--- src/hw/rtl/assert_macros.svh ---
// Assertion helpers shared by the RTL files.
`ifndef ASSERT_MACROS_SVH
`define ASSERT_MACROS_SVH

// Check a property on every rising clock edge outside of reset.
`define ASSERT_CLK(label, clk, rst_n, prop, msg) \
    label: assert property (@(posedge clk) disable iff (!rst_n) (prop)) else $error(msg);

// Check that two conditions are never true in the same cycle.
`define ASSERT_NEVER(label, clk, rst_n, a, b, msg) \
    label: assert property (@(posedge clk) disable iff (!rst_n) !((a) && (b))) else $error(msg);

`endif

--- src/hw/rtl/apa_pkg.sv ---
// ----------------------------------------------------------------------------
// apa_pkg
// Types and constants shared by the APA102 chain frame driver.
// ----------------------------------------------------------------------------
package apa_pkg;

    // chain size
    localparam int NUM_LEDS  = 3;
    localparam int NUM_BYTES = 8 + 4 * NUM_LEDS;
    localparam int BYTE_W    = $clog2(NUM_BYTES);
    localparam int LED_W     = (NUM_LEDS > 1) ? $clog2(NUM_LEDS) : 1;
    localparam int FRAME_END = 4 + 4 * NUM_LEDS;

    // command codes
    localparam logic [1:0] MODE_SET   = 2'd0;
    localparam logic [1:0] MODE_WHEEL = 2'd1;
    localparam logic [1:0] MODE_CLEAR = 2'd2;
    localparam logic [1:0] MODE_NONE  = 2'd3;

    // stream bytes
    localparam logic [7:0] BYTE_START = 8'h00;
    localparam logic [7:0] BYTE_END   = 8'hFF;
    localparam logic [7:0] HDR_ON     = 8'hFF;
    localparam logic [7:0] HDR_BLANK  = 8'hE0;

    // wheel segment bounds
    localparam logic [7:0] WHEEL_MAX  = 8'd255;
    localparam logic [7:0] WHEEL_SEG1 = 8'd85;
    localparam logic [7:0] WHEEL_SEG2 = 8'd170;

    // command word passed from front to back, color is red<<16|green<<8|blue
    typedef struct packed {
        logic [1:0]  mode;
        logic [1:0]  sel;
        logic [23:0] color;
    } t_cmd;

    // queue status seen by the back end
    typedef struct packed {
        logic empty;
        logic full;
    } t_q_status;

    typedef enum logic {
        ST_IDLE,
        ST_SEND
    } t_state;

endpackage

--- src/hw/rtl/apa_front.sv ---
// ----------------------------------------------------------------------------
// apa_front
// Accepts commands, drops unused codes and resolves the wheel color.
// ----------------------------------------------------------------------------
module apa_front (
    input  logic            i_valid,
    output logic            o_ready,
    input  logic [1:0]      i_mode,
    input  logic [1:0]      i_led_select,
    input  logic [7:0]      i_red,
    input  logic [7:0]      i_green,
    input  logic [7:0]      i_blue,
    input  logic [7:0]      i_wheel_pos,
    input  apa_pkg::t_q_status i_q_status,
    output logic            o_push,
    output apa_pkg::t_cmd   o_cmd
);

    logic [7:0] p;
    logic [7:0] q;
    logic [9:0] q3;
    logic [7:0] up;
    logic [7:0] dn;
    logic [7:0] wr, wg, wb;

    // wheel color, three segments of 85, 85 and 86 steps
    always_comb begin
        p = ~i_wheel_pos;
        if (p < apa_pkg::WHEEL_SEG1) begin
            q = p;
        end else if (p < apa_pkg::WHEEL_SEG2) begin
            q = p - apa_pkg::WHEEL_SEG1;
        end else begin
            q = p - apa_pkg::WHEEL_SEG2;
        end
        q3 = {2'b00, q} + {1'b0, q, 1'b0};
        up = q3[7:0];
        dn = apa_pkg::WHEEL_MAX - q3[7:0];
        if (p < apa_pkg::WHEEL_SEG1) begin
            wr = dn;   wg = 8'd0; wb = up;
        end else if (p < apa_pkg::WHEEL_SEG2) begin
            wr = 8'd0; wg = up;   wb = dn;
        end else begin
            wr = up;   wg = dn;   wb = 8'd0;
        end
    end

    // classify and push; unused code is taken and dropped
    always_comb begin
        o_ready    = !i_q_status.full;
        o_push     = i_valid && o_ready && (i_mode != apa_pkg::MODE_NONE);
        o_cmd.mode = i_mode;
        o_cmd.sel  = i_led_select;
        if (i_mode == apa_pkg::MODE_WHEEL) begin
            o_cmd.color = {wr, wg, wb};
        end else begin
            o_cmd.color = {i_red, i_green, i_blue};
        end
    end

endmodule

--- src/hw/rtl/apa_queue.sv ---
// ----------------------------------------------------------------------------
// apa_queue
// Two-entry command queue between front and back.
// ----------------------------------------------------------------------------
module apa_queue (
    input  logic               i_clk,
    input  logic               i_rst_n,
    input  logic               i_push,
    input  apa_pkg::t_cmd      i_cmd,
    input  logic               i_pop,
    output apa_pkg::t_cmd      o_cmd,
    output apa_pkg::t_q_status o_status
);

    apa_pkg::t_cmd r_mem [2];
    logic          r_wr, r_rd;
    logic [1:0]    r_count;

    // pointers and fill count
    always_ff @(posedge i_clk) begin
        if (!i_rst_n) begin
            r_wr    <= 1'b0;
            r_rd    <= 1'b0;
            r_count <= 2'd0;
        end else begin
            if (i_push) r_wr <= ~r_wr;
            if (i_pop)  r_rd <= ~r_rd;
            case ({i_push, i_pop})
                2'b10:   r_count <= r_count + 2'd1;
                2'b01:   r_count <= r_count - 2'd1;
                default: r_count <= r_count;
            endcase
        end
    end

    // entry storage
    always_ff @(posedge i_clk) begin
        if (i_push) r_mem[r_wr] <= i_cmd;
    end

    assign o_cmd          = r_mem[r_rd];
    assign o_status.empty = (r_count == 2'd0);
    assign o_status.full  = (r_count == 2'd2);

endmodule

--- src/hw/rtl/apa_back.sv ---
// ----------------------------------------------------------------------------
// apa_back
// Holds the color store and sequences the byte stream of each command.
// ----------------------------------------------------------------------------
`include "assert_macros.svh"

module apa_back (
    input  logic               i_clk,
    input  logic               i_rst_n,
    input  apa_pkg::t_cmd      i_cmd,
    input  apa_pkg::t_q_status i_q_status,
    output logic               o_pop,
    output logic               o_valid,
    input  logic               i_ready,
    output logic [7:0]         o_out_byte,
    output logic               o_last
);

    apa_pkg::t_state r_state, n_state;
    apa_pkg::t_cmd   r_cmd;
    logic [23:0]     r_store [apa_pkg::NUM_LEDS];
    logic [apa_pkg::BYTE_W-1:0] r_idx;
    logic            r_out_valid;
    logic [7:0]      r_byte;
    logic            r_last;

    logic            slot_free;
    logic            at_last;
    logic            emit;
    logic [apa_pkg::BYTE_W-1:0] k;
    logic [apa_pkg::LED_W-1:0]  led;
    logic [23:0]     color;
    logic [7:0]      n_byte;
    logic [apa_pkg::LED_W-1:0]  wr_idx;

    assign slot_free = !r_out_valid || i_ready;
    assign at_last   = (r_idx == apa_pkg::BYTE_W'(apa_pkg::NUM_BYTES - 1));

    // next state
    always_comb begin
        n_state = r_state;
        unique case (r_state)
            apa_pkg::ST_IDLE: begin
                if (!i_q_status.empty) n_state = apa_pkg::ST_SEND;
            end
            apa_pkg::ST_SEND: begin
                if (slot_free && at_last && i_q_status.empty) n_state = apa_pkg::ST_IDLE;
            end
            default: n_state = apa_pkg::ST_IDLE;
        endcase
    end

    // state outputs: pop a command at start or on the final byte
    always_comb begin
        o_pop = 1'b0;
        emit  = 1'b0;
        unique case (r_state)
            apa_pkg::ST_IDLE: begin
                o_pop = !i_q_status.empty;
            end
            apa_pkg::ST_SEND: begin
                emit  = slot_free;
                o_pop = slot_free && at_last && !i_q_status.empty;
            end
            default: begin
                o_pop = 1'b0;
                emit  = 1'b0;
            end
        endcase
    end

    // byte at the current position
    always_comb begin
        k     = r_idx - apa_pkg::BYTE_W'(4);
        led   = k[apa_pkg::LED_W+1:2];
        case (r_cmd.mode)
            apa_pkg::MODE_SET:   color = r_store[led];
            apa_pkg::MODE_WHEEL: color = r_cmd.color;
            default:             color = 24'd0;
        endcase
        if (r_idx < apa_pkg::BYTE_W'(4)) begin
            n_byte = apa_pkg::BYTE_START;
        end else if (r_idx >= apa_pkg::BYTE_W'(apa_pkg::FRAME_END)) begin
            n_byte = apa_pkg::BYTE_END;
        end else begin
            case (k[1:0])
                2'd0:    n_byte = (r_cmd.mode == apa_pkg::MODE_CLEAR) ?
                                  apa_pkg::HDR_BLANK : apa_pkg::HDR_ON;
                2'd1:    n_byte = color[7:0];
                2'd2:    n_byte = color[15:8];
                default: n_byte = color[23:16];
            endcase
        end
    end

    // sequencer registers; position wraps to zero after the final byte
    always_ff @(posedge i_clk) begin
        if (!i_rst_n) begin
            r_state     <= apa_pkg::ST_IDLE;
            r_idx       <= '0;
            r_out_valid <= 1'b0;
        end else begin
            r_state <= n_state;
            if (o_pop) begin
                r_idx <= '0;
            end else if (emit) begin
                r_idx <= at_last ? '0 : r_idx + 1'b1;
            end
            if (emit) begin
                r_out_valid <= 1'b1;
            end else if (i_ready) begin
                r_out_valid <= 1'b0;
            end
        end
    end

    // output word and current command
    always_ff @(posedge i_clk) begin
        if (emit) begin
            r_byte <= n_byte;
            r_last <= at_last;
        end
        if (o_pop) r_cmd <= i_cmd;
    end

    // color store, written when a set command with an in-range select starts
    assign wr_idx = apa_pkg::LED_W'(i_cmd.sel);

    always_ff @(posedge i_clk) begin
        if (!i_rst_n) begin
            for (int i = 0; i < apa_pkg::NUM_LEDS; i++) r_store[i] <= 24'd0;
        end else if (o_pop && (i_cmd.mode == apa_pkg::MODE_SET) &&
                     ({3'b000, i_cmd.sel} < 5'(apa_pkg::NUM_LEDS))) begin
            r_store[wr_idx] <= i_cmd.color;
        end
    end

    assign o_valid    = r_out_valid;
    assign o_out_byte = r_byte;
    assign o_last     = r_last;

    // checks
    `ASSERT_CLK(a_last_is_end, i_clk, i_rst_n, (r_out_valid && r_last) |-> (r_byte == apa_pkg::BYTE_END), "last word is not an end byte")
    `ASSERT_CLK(a_idx_range, i_clk, i_rst_n, r_idx < apa_pkg::BYTE_W'(apa_pkg::NUM_BYTES), "byte position out of range")
    `ASSERT_NEVER(a_pop_empty, i_clk, i_rst_n, o_pop, i_q_status.empty, "pop from empty queue")

endmodule

--- src/hw/rtl/apa102_led_chain_frame_driver.sv ---
// ----------------------------------------------------------------------------
// apa102_led_chain_frame_driver
// APA102 chain driver: one command in, one full serial byte stream out.
// ----------------------------------------------------------------------------
// Each accepted command (set, wheel or clear) yields 8 + 4*NUM_LEDS output
// words, 20 for three LEDs: four 0x00 start bytes, one frame per LED, four
// 0xFF end bytes, with o_last on the final one. The back end sends one word
// per cycle while the output is not stalled; streams of queued commands follow
// one another with no gap. A two-entry command queue lets the input run ahead
// of the output by two commands. Mode 3 is accepted and produces nothing. The
// LED color store resets to black.
module apa102_led_chain_frame_driver (
    input  logic       i_clk,
    input  logic       i_rst_n,
    input  logic       i_valid,
    output logic       o_ready,
    input  logic [1:0] i_mode,
    input  logic [1:0] i_led_select,
    input  logic [7:0] i_red,
    input  logic [7:0] i_green,
    input  logic [7:0] i_blue,
    input  logic [7:0] i_wheel_pos,
    output logic       o_valid,
    input  logic       i_ready,
    output logic [7:0] o_out_byte,
    output logic       o_last
);

    logic               push;
    logic               pop;
    apa_pkg::t_cmd      f_cmd;
    apa_pkg::t_cmd      q_cmd;
    apa_pkg::t_q_status q_status;

    apa_front u_front (
        .i_valid      (i_valid),
        .o_ready      (o_ready),
        .i_mode       (i_mode),
        .i_led_select (i_led_select),
        .i_red        (i_red),
        .i_green      (i_green),
        .i_blue       (i_blue),
        .i_wheel_pos  (i_wheel_pos),
        .i_q_status   (q_status),
        .o_push       (push),
        .o_cmd        (f_cmd)
    );

    apa_queue u_queue (
        .i_clk    (i_clk),
        .i_rst_n  (i_rst_n),
        .i_push   (push),
        .i_cmd    (f_cmd),
        .i_pop    (pop),
        .o_cmd    (q_cmd),
        .o_status (q_status)
    );

    apa_back u_back (
        .i_clk      (i_clk),
        .i_rst_n    (i_rst_n),
        .i_cmd      (q_cmd),
        .i_q_status (q_status),
        .o_pop      (pop),
        .o_valid    (o_valid),
        .i_ready    (i_ready),
        .o_out_byte (o_out_byte),
        .o_last     (o_last)
    );

endmodule

--- config.mk ---
export PLATFORM = sky130hd
export DESIGN_NAME = apa102_led_chain_frame_driver
export DESIGN_NICKNAME = d
export VERILOG_FILES = /design/src/hw/rtl/apa_pkg.sv /design/src/hw/rtl/apa_front.sv /design/src/hw/rtl/apa_queue.sv /design/src/hw/rtl/apa_back.sv /design/src/hw/rtl/apa102_led_chain_frame_driver.sv
export VERILOG_INCLUDE_DIRS = /design/src /design/src/hw/rtl
export SDC_FILE = /design/constraint.sdc
export NUM_CORES = 1
export LEC_CHECK = 0
export BUFFER_PORTS_ARGS = -buffer_cell sky130_fd_sc_hd__buf_2
export CAP_MARGIN = 15
export CORE_MARGIN = 1
export CORE_UTILIZATION = 49
export CTS_CLUSTER_DIAMETER = 40
export DETAILED_ROUTE_END_ITERATION = 7
export GPL_TIMING_DRIVEN = 1
export HOLD_SLACK_MARGIN = 0.1
export PLACE_DENSITY = 0.63
export REMOVE_ABC_BUFFERS = 1
export SLEW_MARGIN = 15
export SYNTH_ARGS = -nofsm -noshare
export SYNTH_HDL_FRONTEND = slang
export SYNTH_SLANG_ARGS = --single-unit
--- constraint.sdc ---
create_clock -name i_clk -period 4.15 [get_ports i_clk]
set_input_delay 0.415 -clock i_clk [delete_from_list [all_inputs] [get_ports i_clk]]
set_output_delay 0.415 -clock i_clk [all_outputs]
set_load 0.01 [all_outputs]
==> metrics.md, run 1 <==
| Metric | Value |
|---|---|
| Top cell type's share of synthesized area | 61.0% |
| Layout Skew | 0.0122 ns |
| Worst rel slew slack | 26.9% |
| Flop pwr share | 48.9% |
| Clk buf depth | 2 |
| Hold-fix buffers, CTS | 0 |
| Async S/R FF share, synth | 0% |
| Sw Share | 29.7% |
| Maxcap violations | 0 |
| Post-CTS Setup Bufs | 0 |
| Synth cell types | 55 |
| Initial antenna violation count | 0 |
| Crit start category | input port |
| Clk pwr share | 29.1% |
| Syn Inst Count | 690 |
| Post-synth EDFFs | 187 |
| First-pass GRT wire length | 30,000 um |
| DP Area | 9880 um^2 |
| Fmax | 279 MHz |
| Final Max Slew Viols | 0 |
| R2R setup slack | 1.19 ns |
| Unrepaired setup endpoints after global routing | no |
| Slew @ Worst Pin | 1.10 ns |
| Status | complete, but fails checks |
| GRT Residual Overflow | 0 |
| Largest net degree at the start of global routing | 33 |
| IO buf count | 50 |
| Full die area | 19,300 um^2 |
| Synthesis Warnings | 0 |
| N_diodes | 0 |
| Pre-CTS setup slack | 0.0966 ns |
| Comb power frac | 22.0% |
| Total track usage | 20.7% |
| # H-tree levels | 4 |
| CP required | 4.29 ns |
| WL final | 18,600 um |
| Vert. Die Dim | 139 um |
| # clock sinks | 199 |
| Post-synthesis register bit count | 199 |
| Met3 wire len | 820 um |
| DR pass1 iterations | 7 |
| CTS tree | built |
| Met2 wire length | 9300 um |
| Drt wl/cell | 18.4 um |
| DRT iter0 DRCs | 322 |
| Area delta synth->final | 13.7% |
| Initial Util | 50.6% |
| Post-Syn Area per Cell | 13.3 um^2 |
| Tmin final | 3.58 ns |
| Static Leak | 4.03 nW |
| Dominant cells by area after synthesis | edfxtp_1 61%, mux4_2 5.9%, mux2i_1 4.7% |
| Clk root buf | clkbuf_16 |
| Final worst slack | 0.571 ns |
| Row count | 49 |
| Crit-path max FO | 7 |
| Via count | 5,559 |
| Cell taking the most area after synthesis | edfxtp_1 |
| CTS resizes | 0 |
| Fin nets | 843 |
| Post-synth design cell area | 9210 um^2 |
| Setup violations, final | 0 |
| Worst VDD drop | 0.289 mV |
| Core Footprint | 18,200 um^2 |
| Hold Path Class | in -> reg |
| NetSw | 1.66 mW |
| Total CTS buffers | 17 |
| Post-synth top flop | edfxtp_1 |
| DRC | 2 |
| Placed cell count | 984 |
| Layout cell share with drive strength beyond 1 | 18.7% |
| Remaining antenna violation count | 0 |
| Top layer in use | met4 |
| Clk_lat worst skew | 0.44 ns |
| Vias in the first global route | 5,697 |
| DP HPWL | 12,600 um |
| Final Hold Fails | 0 |
| PwrDens | 534 nW/um^2 |
| Die width | 139 um |
| Fin crit share | 86.3% |
| Fin area | 10,500 um^2 |
| Core Util, Final | 57.5% |
| Register area share after synthesis | 63.6% |
| Cell internal pwr | 3.93 mW |
| Final Non-Filler Cells | 1,016 |
| GPL Wtd Cong | 0.867 |
| Failing checks | design-rule violations |
| Io pins | 51 |
| Critical Path AT | 3.72 ns |
| Clock slew at the register clock pins of the worst setup and hold paths | 0.08 ns |
| Via density | 5.47 |
| CP endpoint kind | register |
| Critical path type | in -> reg |
| M1 WL | 8430 um |
| Total negative slack | 0 ns |
==> metal layers <==
metal / GRT usage, % / vias to the layer above
met1: 27.4 / 2743
met3: 3.94 / 7
met4: 5.67 / 0
met2: 35.0 / 130
li1: - / 2679
met5: 0 / -
==> stage by stage <==
stage	hold WS (ns)	power (mW)
final	0.171	5.59
after global routing	0.156	5.87
after CTS	0.153	5.63
after detailed placement	0.502	4.02
after global placement	0.481	3.97
after floorplan	0.459	3.59
==> layout by cell type, fill, tap and decap left out, types with 3 or more instances in the layout <==
master | synthesis | routed
mux4_2 | 24 | 24
o221ai_1 | 3 | 3
xnor2_1 | 7 | 7
nor2b_1 | 7 | 7
mux2i_1 | 43 | 43
a31o_2 | 4 | 4
a21oi_1 | 14 | 14
a21o_1 | 6 | 6
a31oi_1 | 8 | 8
nand3_1 | 5 | 5
nor3_1 | 5 | 5
nand2_1 | 43 | 43
o21a_1 | 4 | 4
mux2_2 | 3 | 3
inv_1 | 47 | 47
nor2_1 | 103 | 101
dfxtp_1 | 12 | 11
inv_6 | 0 | 6
buf_2 | 13 | 50
clkbuf_16 | 0 | 17
o22ai_1 | 6 | 6
buf_4 | 0 | 21
ha_1 | 28 | 28
o31ai_1 | 3 | 3
inv_8 | 0 | 4
a22oi_1 | 7 | 7
o211ai_1 | 6 | 6
o21ai_0 | 36 | 36
edfxtp_1 | 187 | 187
conb_1 | 1 | 24
xor2_1 | 4 | 4
nand2b_1 | 14 | 14
==> kinds of logic after synthesis <==
| family | Yosys count | synth area share, % |
|---|---|---|
| flip-flops | 199 | 63.6 |
| AND/OR/NAND/NOR | 192 | 9.30 |
| AO/OA/AOI/OAI | 111 | 7.75 |
| buffers and inverters | 77 | 3.32 |
| multiplexers | 70 | 10.9 |
| adder cells (fa/ha/maj) | 29 | 4.02 |
| XOR/XNOR | 11 | 1.05 |
| other | 1 | 0.0407 |
==> power by group through the flow <==
stage	Sequential, mW	Clock, mW	Combinational, mW
5_1_grt	2.76	1.73	1.37
3_3_place_gp	2.76	0	1.21
4_1_cts	2.74	1.65	1.24
2_1_floorplan	2.81	0	0.782
6_report	2.73	1.63	1.23
3_5_place_dp	2.78	0	1.24
==> critical path, stage by stage <==
cell	delay, ns
buf_2	0.14
ha_1	0.22
o21a_1	0.22
o21a_1	0.21
o21a_1	0.24
nor2_1	0.24
xnor2_1	0.16
ha_1	0.19
inv_1	0.05
fa_1	0.40
nor2b_1	0.17
o31a_1	0.16
o22ai_1	0.10
o21ai_0	0.14
nand2_1	0.13
ha_1	0.20
and3_1	0.13
a21oi_1	0.11
o31ai_1	0.11
==> Yosys cell counts (all sizes together) (8+ instances only) <==
cell	number
a21oi	14
a31oi	8
buf	16
clkbuf	14
dfxtp	12
edfxtp	187
ha	28
inv	47
mux2i	43
mux4	24
nand2	45
nand2b	14
nor2	103
o21ai	38
==> flip-flops by register name, indices dropped and copies added (netlist names), named ones only <==
signal             cells
u_back.r_store        96
u_queue.r_count        2
u_queue.r_wr           1
u_back.o_valid         1
u_back.r_idx           5
u_back.o_last          1
u_queue.r_rd           1
u_back.r_state         1
u_queue.r_mem         56
u_back.o_out_byte      8
u_back.r_cmd          26
==> layout make-up <==
| class | instances | area [um^2] |
|---|---|---|
| Clock inverter | 15 | 156 |
| Multi-Input combinational cell | 437 | 3140 |
| Timing Repair Buffer | 72 | 428 |
| Tap cell | 229 | 287 |
| Inverter | 47 | 176 |
| Fill cell | 1463 | 7740 |
| Clock buffer | 17 | 425 |
| Sequential cell | 199 | 5860 |
==> final timing paths <==
check,startpoint,to,cells after the start
setup / recovery,i_wheel_pos[0],u_queue.r_mem[1][23],19
hold / removal,i_led_select[1],u_queue.r_mem[0][25],1
setup reg to reg,u_back.r_idx[0],u_back.r_store[1][14],9
hold reg to reg,u_queue.r_rd,register,2
Note: power is estimated with default switching activity, not from simulation.
==> inputs of run 2 (changes only) <==
--- a/config.mk
+++ b/config.mk
@@ -10,6 +10,7 @@
 export CAP_MARGIN = 15
 export CORE_MARGIN = 1
 export CORE_UTILIZATION = 49
+export CTS_BUF_LIST = sky130_fd_sc_hd__clkbuf_2
 export CTS_CLUSTER_DIAMETER = 40
 export DETAILED_ROUTE_END_ITERATION = 7
 export GPL_TIMING_DRIVEN = 1
@@ -19,4 +20,5 @@
 export SLEW_MARGIN = 15
 export SYNTH_ARGS = -nofsm -noshare
 export SYNTH_HDL_FRONTEND = slang
+export SYNTH_HIERARCHICAL = 1
 export SYNTH_SLANG_ARGS = --single-unit
==> metrics.md, run 2 <==
| Metric | Value |
|---|---|
| Worst rel slew slack | 39.9% |
| Clk_lat worst skew | 0.80 ns |
| Unrepaired setup endpoints after global routing | no |
| Register with the most flip-flops | u_back/r_store |
| Initial Util | 50.1% |
| Layout cell share with drive strength beyond 1 | 25.3% |
| Via density | 5.42 |
| Via count | 5,850 |
| Synthesis Warnings | 6 |
| Post-synth top flop | edfxtp_1 |
| Fin nets | 870 |
| Core Footprint | 19,500 um^2 |
| Cell internal pwr | 3.38 mW |
| Top cell type's share of synthesized area | 57.6% |
| Max FFs per register | 96 |
| Row count | 51 |
| Static Leak | 3.97 nW |
| Area delta synth->final | 12.0% |
| Async S/R FF share, synth | 0% |
| Clk buf depth | 2 |
| Total track usage | 21.1% |
| Layout Skew | 0.0443 ns |
| Clk pwr share | 19.4% |
| PwrDens | 459 nW/um^2 |
| Hold Path Class | in -> reg |
| CP endpoint kind | register |
| Io pins | 51 |
| Post-synth EDFFs | 187 |
| Fmax | 269 MHz |
| Post-Syn Area per Cell | 13.9 um^2 |
| DRT iter0 DRCs | 316 |
| GPL Wtd Cong | 0.831 |
| CP required | 4.72 ns |
| RR Endpoint | u_back/r_store[0][9] |
| Most frequent cells after synthesis | 187 x edfxtp_1, 55 x and2_1, 46 x nand2_1 |
| Top-count cell post-synth | edfxtp_1 |
| Critical Path AT | 4.28 ns |
| Tmin final | 3.72 ns |
| Initial antenna violation count | 1 |
| Setup crit end | u_queue/r_mem[1][15] |
| DR pass1 iterations | 5 |
| Post-synth design cell area | 9750 um^2 |
| CTS resizes | 0 |
| IO buf count | 50 |
| Clock slew at the register clock pins of the worst setup and hold paths | 0.31 ns |
| NetSw | 1.64 mW |
| WHS | 0.316 ns |
| Final Hold Fails | 0 |
| Crit. Startpoint | i_wheel_pos[0] |
| CTS tree | built |
| Fin crit share | 89.5% |
| DP HPWL | 13,300 um |
| Die width | 143 um |
| Critical path type | in -> reg |
| Full die area | 20,500 um^2 |
| Dominant cells by area after synthesis | edfxtp_1 58%, mux4_2 5.3%, ha_1 3.7% |
| Remaining antenna violation count | 0 |
| Slew @ Worst Pin | 0.901 ns |
| Vert. Die Dim | 143 um |
| Vias in the first global route | 5,808 |
| Worst r2r path cells | 6 |
| Crit-path max FO | 10 |
| Final worst slack | 0.435 ns |
| Final Max Slew Viols | 0 |
| Syn Inst Count | 700 |
| Total negative slack | 0 ns |
| Status | complete, no violations |
| WL final | 20,100 um |
| Comb power frac | 25.7% |
| Flop pwr share | 54.9% |
| First-pass GRT wire length | 31,500 um |
| GRT Residual Overflow | 0 |
| Pre-CTS setup slack | 0.122 ns |
| Setup violations, final | 0 |
| Post-synthesis register bit count | 199 |
| DRC | 0 |
| Crit start category | input port |
| Largest net degree at the start of global routing | 52 |
| Cell taking the most area after synthesis | edfxtp_1 |
| Commonest non-fill, non-tap cell in the layout | edfxtp_1 |
| Worst VDD drop | 0.172 mV |
| Sw Share | 32.7% |
| Register area share after synthesis | 60.1% |
| Total CTS buffers | 17 |
| Clk root buf | clkbuf_2 |
| # clock sinks | 199 |
| R2R setup slack | 1.29 ns |
| Biggest regs | u_back/r_store (96), u_queue/r_mem (56), u_back/r_cmd (26) |
| Most frequent cells in the layout | 187 x edfxtp_1, 55 x and2_1, 50 x buf_2 |
| Maxcap violations | 0 |
| # H-tree levels | 4 |
| Drt wl/cell | 18.7 um |
| Synth cell types | 75 |
-- run 2: what timing repair did --
| item | CTS | global route |
|---|---|---|
| hold buffers | 32 | 0 |
| hold endpoints to repair | 66 | 0 |
| buffers inserted | 0 | 0 |
-- run 2: final cells by class --
cell class / count / area, um^2
diodes: 1 / 2.50
clock buffers: 17 / 85.1
clock inverters: 15 / 176
fillers: 1633 / 8540
inverters: 26 / 104
multi-input cells: 455 / 3640
flip-flops and latches: 199 / 5860
well taps: 265 / 332
repair buffers: 101 / 726
-- run 2: power groups by stage --
| stage | Sequential [mW] | Combinational, mW | Clock, mW |
|---|---|---|---|
| after floorplan | 2.79 | 0.835 | 0 |
| after global placement | 2.79 | 1.23 | 0 |
| after detailed placement | 2.80 | 1.27 | 0 |
| after CTS | 2.76 | 1.30 | 1.00 |
| after global routing | 2.79 | 1.42 | 1.08 |
| final | 2.75 | 1.29 | 0.972 |
-- run 2: how the worst min path moves through the flow --
stage / start / to / slack, ns / depth (start not counted)
2_1_floorplan: u_queue/r_count[1] / u_queue/r_count[1] / 0.47 / 2
6_report: i_led_select[1] / u_queue/r_mem[1][25] / 0.32 / 2
4_1_cts: i_led_select[1] / u_queue/r_mem[0][25] / 0.23 / 2
3_3_place_gp: u_queue/r_count[1] / u_queue/r_count[1] / 0.48 / 2
5_1_grt: i_led_select[1] / u_queue/r_mem[1][25] / 0.21 / 2
3_5_place_dp: u_queue/r_count[1] / u_queue/r_count[1] / 0.52 / 2
-- run 2: layer usage --
metal  global-route usage (%)  vias to the layer above  share of wire, %
met5                        0                        -                 0
met4                     7.24                        0               1.5
met3                     3.59                       25               3.4
met2                     36.9                      124                51
met1                     26.3                     2898                44
li1                         -                     2803                 -
-- run 2: logic make-up (layout without fill, tap and decap cells) --
kind of cell / after synthesis / count (layout) / synth area share [%]
AO/OA/AOI/OAI: 123 / 123 / 8.85
XOR/XNOR: 12 / 12 / 1.16
adder cells (fa/ha/maj): 30 / 30 / 3.93
buffers and inverters: 69 / 159 / 3.58
flip-flops: 199 / 199 / 60.1
multiplexers: 59 / 59 / 9.39
other: 1 / 25 / 0.0385
AND/OR/NAND/NOR: 207 / 207 / 13.0
-- run 2: critical path, cell delays in order --
cell and delay (ns):
dlygate4sd3_1 0.52, buf_2 0.16, ha_1 0.25, o211ai_1 0.22, nand2_1 0.11, o21a_2 0.30
a21oi_1 0.15, nand2_1 0.08, o31ai_1 0.10, ha_1 0.23, inv_1 0.05, fa_1 0.41
nor2b_1 0.13, o21a_1 0.14, o21ai_0 0.09, a21oi_1 0.22, xor2_2 0.25, ha_1 0.28
nand2_1 0.06, o21ai_0 0.09
-- run 2: through the flow --
step                cells  area, um^2  util, %  power, mW
global placement     1014       10300     53.1       4.02
floorplan             680        9590        -       3.62
CTS                  1078       10900     56.1       5.06
finish               1079       10900     56.1       5.01
global route         1079       10900     56.1       5.29
detailed placement   1014       10300     53.1       4.07
==> inputs of run 3 (changes only) <==
--- a/config.mk
+++ b/config.mk
@@ -15,7 +15,7 @@
 export DETAILED_ROUTE_END_ITERATION = 7
 export GPL_TIMING_DRIVEN = 1
 export HOLD_SLACK_MARGIN = 0.1
-export PLACE_DENSITY = 0.63
+export PLACE_DENSITY = 0.66
 export REMOVE_ABC_BUFFERS = 1
 export SLEW_MARGIN = 15
 export SYNTH_ARGS = -nofsm -noshare
==> metrics.md, run 3 (synthesized netlist as in run 2, its figures left out) <==
| Metric | Value |
|---|---|
| Status | complete, no violations |
| DRT iter0 DRCs | 438 |
| Tmin final | 3.75 ns |
| Initial Util | 50.1% |
| Post-CTS Setup Bufs | 0 |
| PwrDens | 448 nW/um^2 |
| Total CTS buffers | 17 |
| Layout Skew | 0.0309 ns |
| Critical Path Slowest Stage Cell | dlygate4sd3_1 |
| Crit path max-delay family | compound AO/OA/AOI/OAI gates |
| Max FFs per register | 96 |
| Largest net degree at the start of global routing | 52 |
| Crit path buf inv count | 3 |
| Crit-path max FO | 10 |
| Crit start category | input port |
| GRT Residual Overflow | 0 |
| DRC | 0 |
| Pre-CTS setup slack | 0.127 ns |
| Biggest regs | u_back/r_store (96), u_queue/r_mem (56), u_back/r_cmd (26) |
| Vias in the first global route | 5,970 |
| Final Max Slew Viols | 0 |
| Register with the most flip-flops | u_back/r_store |
| Clock slew at the register clock pins of the worst setup and hold paths | 0.28 ns |
| Final Hold Fails | 0 |
| Maxcap violations | 0 |
| Min-delay src | i_led_select[0] |
| Final worst slack | 0.401 ns |
| Core Footprint | 19,500 um^2 |
| Worst rel slew slack | 37.3% |
| Clk buf depth | 2 |
| Largest stage delay, worst path | 0.54 ns |
| Total negative slack | 0 ns |
| Fin area | 10,800 um^2 |
| CTS resizes | 0 |
| Fin nets | 867 |
| Worst VDD drop | 0.154 mV |
| CP required | 4.67 ns |
| Fmax | 267 MHz |
| Layout cell share with drive strength beyond 1 | 24.7% |
| CTS tree | built |
| Via density | 5.48 |
| WHS Endpoint | u_queue/r_mem[1][24] |
| CP Cell Sequence | dlygate4sd3_1, buf_2, ha_1, o211ai_1, nand2_1, o21a_2, a21oi_1, nand2_1, o31ai_1, ha_1, inv_1, fa_1, nor2b_1, o21a_1, o21ai_0, a21oi_1, xor2_2, ha_1, nand2_1, o21ai_0 |
| Row count | 51 |
| Static Leak | 3.92 nW |
| Pwr Total | 4.85 mW |
| Worst r2r path cells | 7 |
| WL final | 19,800 um |
| Placed cell count | 1,010 |
| Critical path type | in -> reg |
| Fin crit share | 90.3% |
| Io pins | 51 |
| Full die area | 20,500 um^2 |
| CP endpoint kind | register |
| Commonest non-fill, non-tap cell in the layout | edfxtp_1 |
| Clk root buf | clkbuf_2 |
| Hold Path Class | in -> reg |
| Clk_lat worst skew | 0.75 ns |
| Initial antenna violation count | 1 |
| GPL Wtd Cong | 0.830 |
| Hold Crit Depth | 2 |
| DP HPWL | 13,200 um |
| Most frequent cells in the layout | 187 x edfxtp_1, 55 x and2_1, 50 x buf_2 |
| # H-tree levels | 4 |
| WHS | 0.354 ns |
| Unrepaired setup endpoints after global routing | no |
| R2R setup slack | 1.02 ns |
| Die width | 143 um |
| IO buf count | 50 |
| RR Endpoint | u_back/r_store[0][14] |
| Crit. Startpoint | i_wheel_pos[0] |
| Drt wl/cell | 18.4 um |
| Area delta synth->final | 11.2% |
| Vert. Die Dim | 143 um |
| DP Area | 10,300 um^2 |
| Via count | 5,899 |
| # clock sinks | 199 |
| Total track usage | 20.9% |
| Slew @ Worst Pin | 0.941 ns |
| Remaining antenna violation count | 0 |
| Core Util, Final | 55.7% |
| DR pass1 iterations | 5 |
| Setup violations, final | 0 |
| Critical Path AT | 4.27 ns |
| Hold-fix buffers, CTS | 33 |
| First-pass GRT wire length | 31,600 um |
| Final Non-Filler Cells | 1,076 |
-- run 3: worst reg2reg max path, cell delays in order (launching register included) --
cell and delay, ns:
dfxtp_1 0.64, mux2_2 0.41, nor2_1 0.10, nand2_1 0.10, or4_1 0.41, buf_4 0.29, o21ai_2 0.64, buf_12 0.25
-- run 3: cell type report --
class | instances | area [um^2]
Sequential cell | 199 | 5860
Inverter | 26 | 104
Clock inverter | 14 | 104
Fill cell | 1657 | 8620
Multi-Input combinational cell | 455 | 3640
Timing Repair Buffer | 98 | 706
Antenna cell | 1 | 2.50
Tap cell | 265 | 332
Clock buffer | 18 | 90.1
-- run 3: power breakdown --
part,leakage [nW],switching (mW),internal [mW]
Sequential,1.93,0.155,2.61
Clock,0.118,0.653,0.164
Combinational,1.87,0.766,0.505
-- run 3: routing by layer --
| metal | share of wire [%] | global-route usage (%) | wire [um] |
|---|---|---|---|
| met1 | 45 | 27.2 | 8830 |
| met2 | 50 | 35.7 | 9960 |
| met3 | 3.9 | 3.35 | 775 |
| met4 | 1.3 | 6.62 | 263 |
| met5 | 0 | 0 | 0 |
-- run 3: worst max-delay path by stage --
stage	end	slack, ns	depth (start not counted)
floorplan	u_back/r_store[0][0]	0.13	5
global placement	u_queue/r_mem[0][15]	0.22	19
detailed placement	u_queue/r_mem[0][15]	0.13	19
CTS	u_queue/r_mem[1][15]	0.48	20
global route	u_queue/r_mem[0][22]	0.12	19
finish	u_queue/r_mem[0][15]	0.40	20
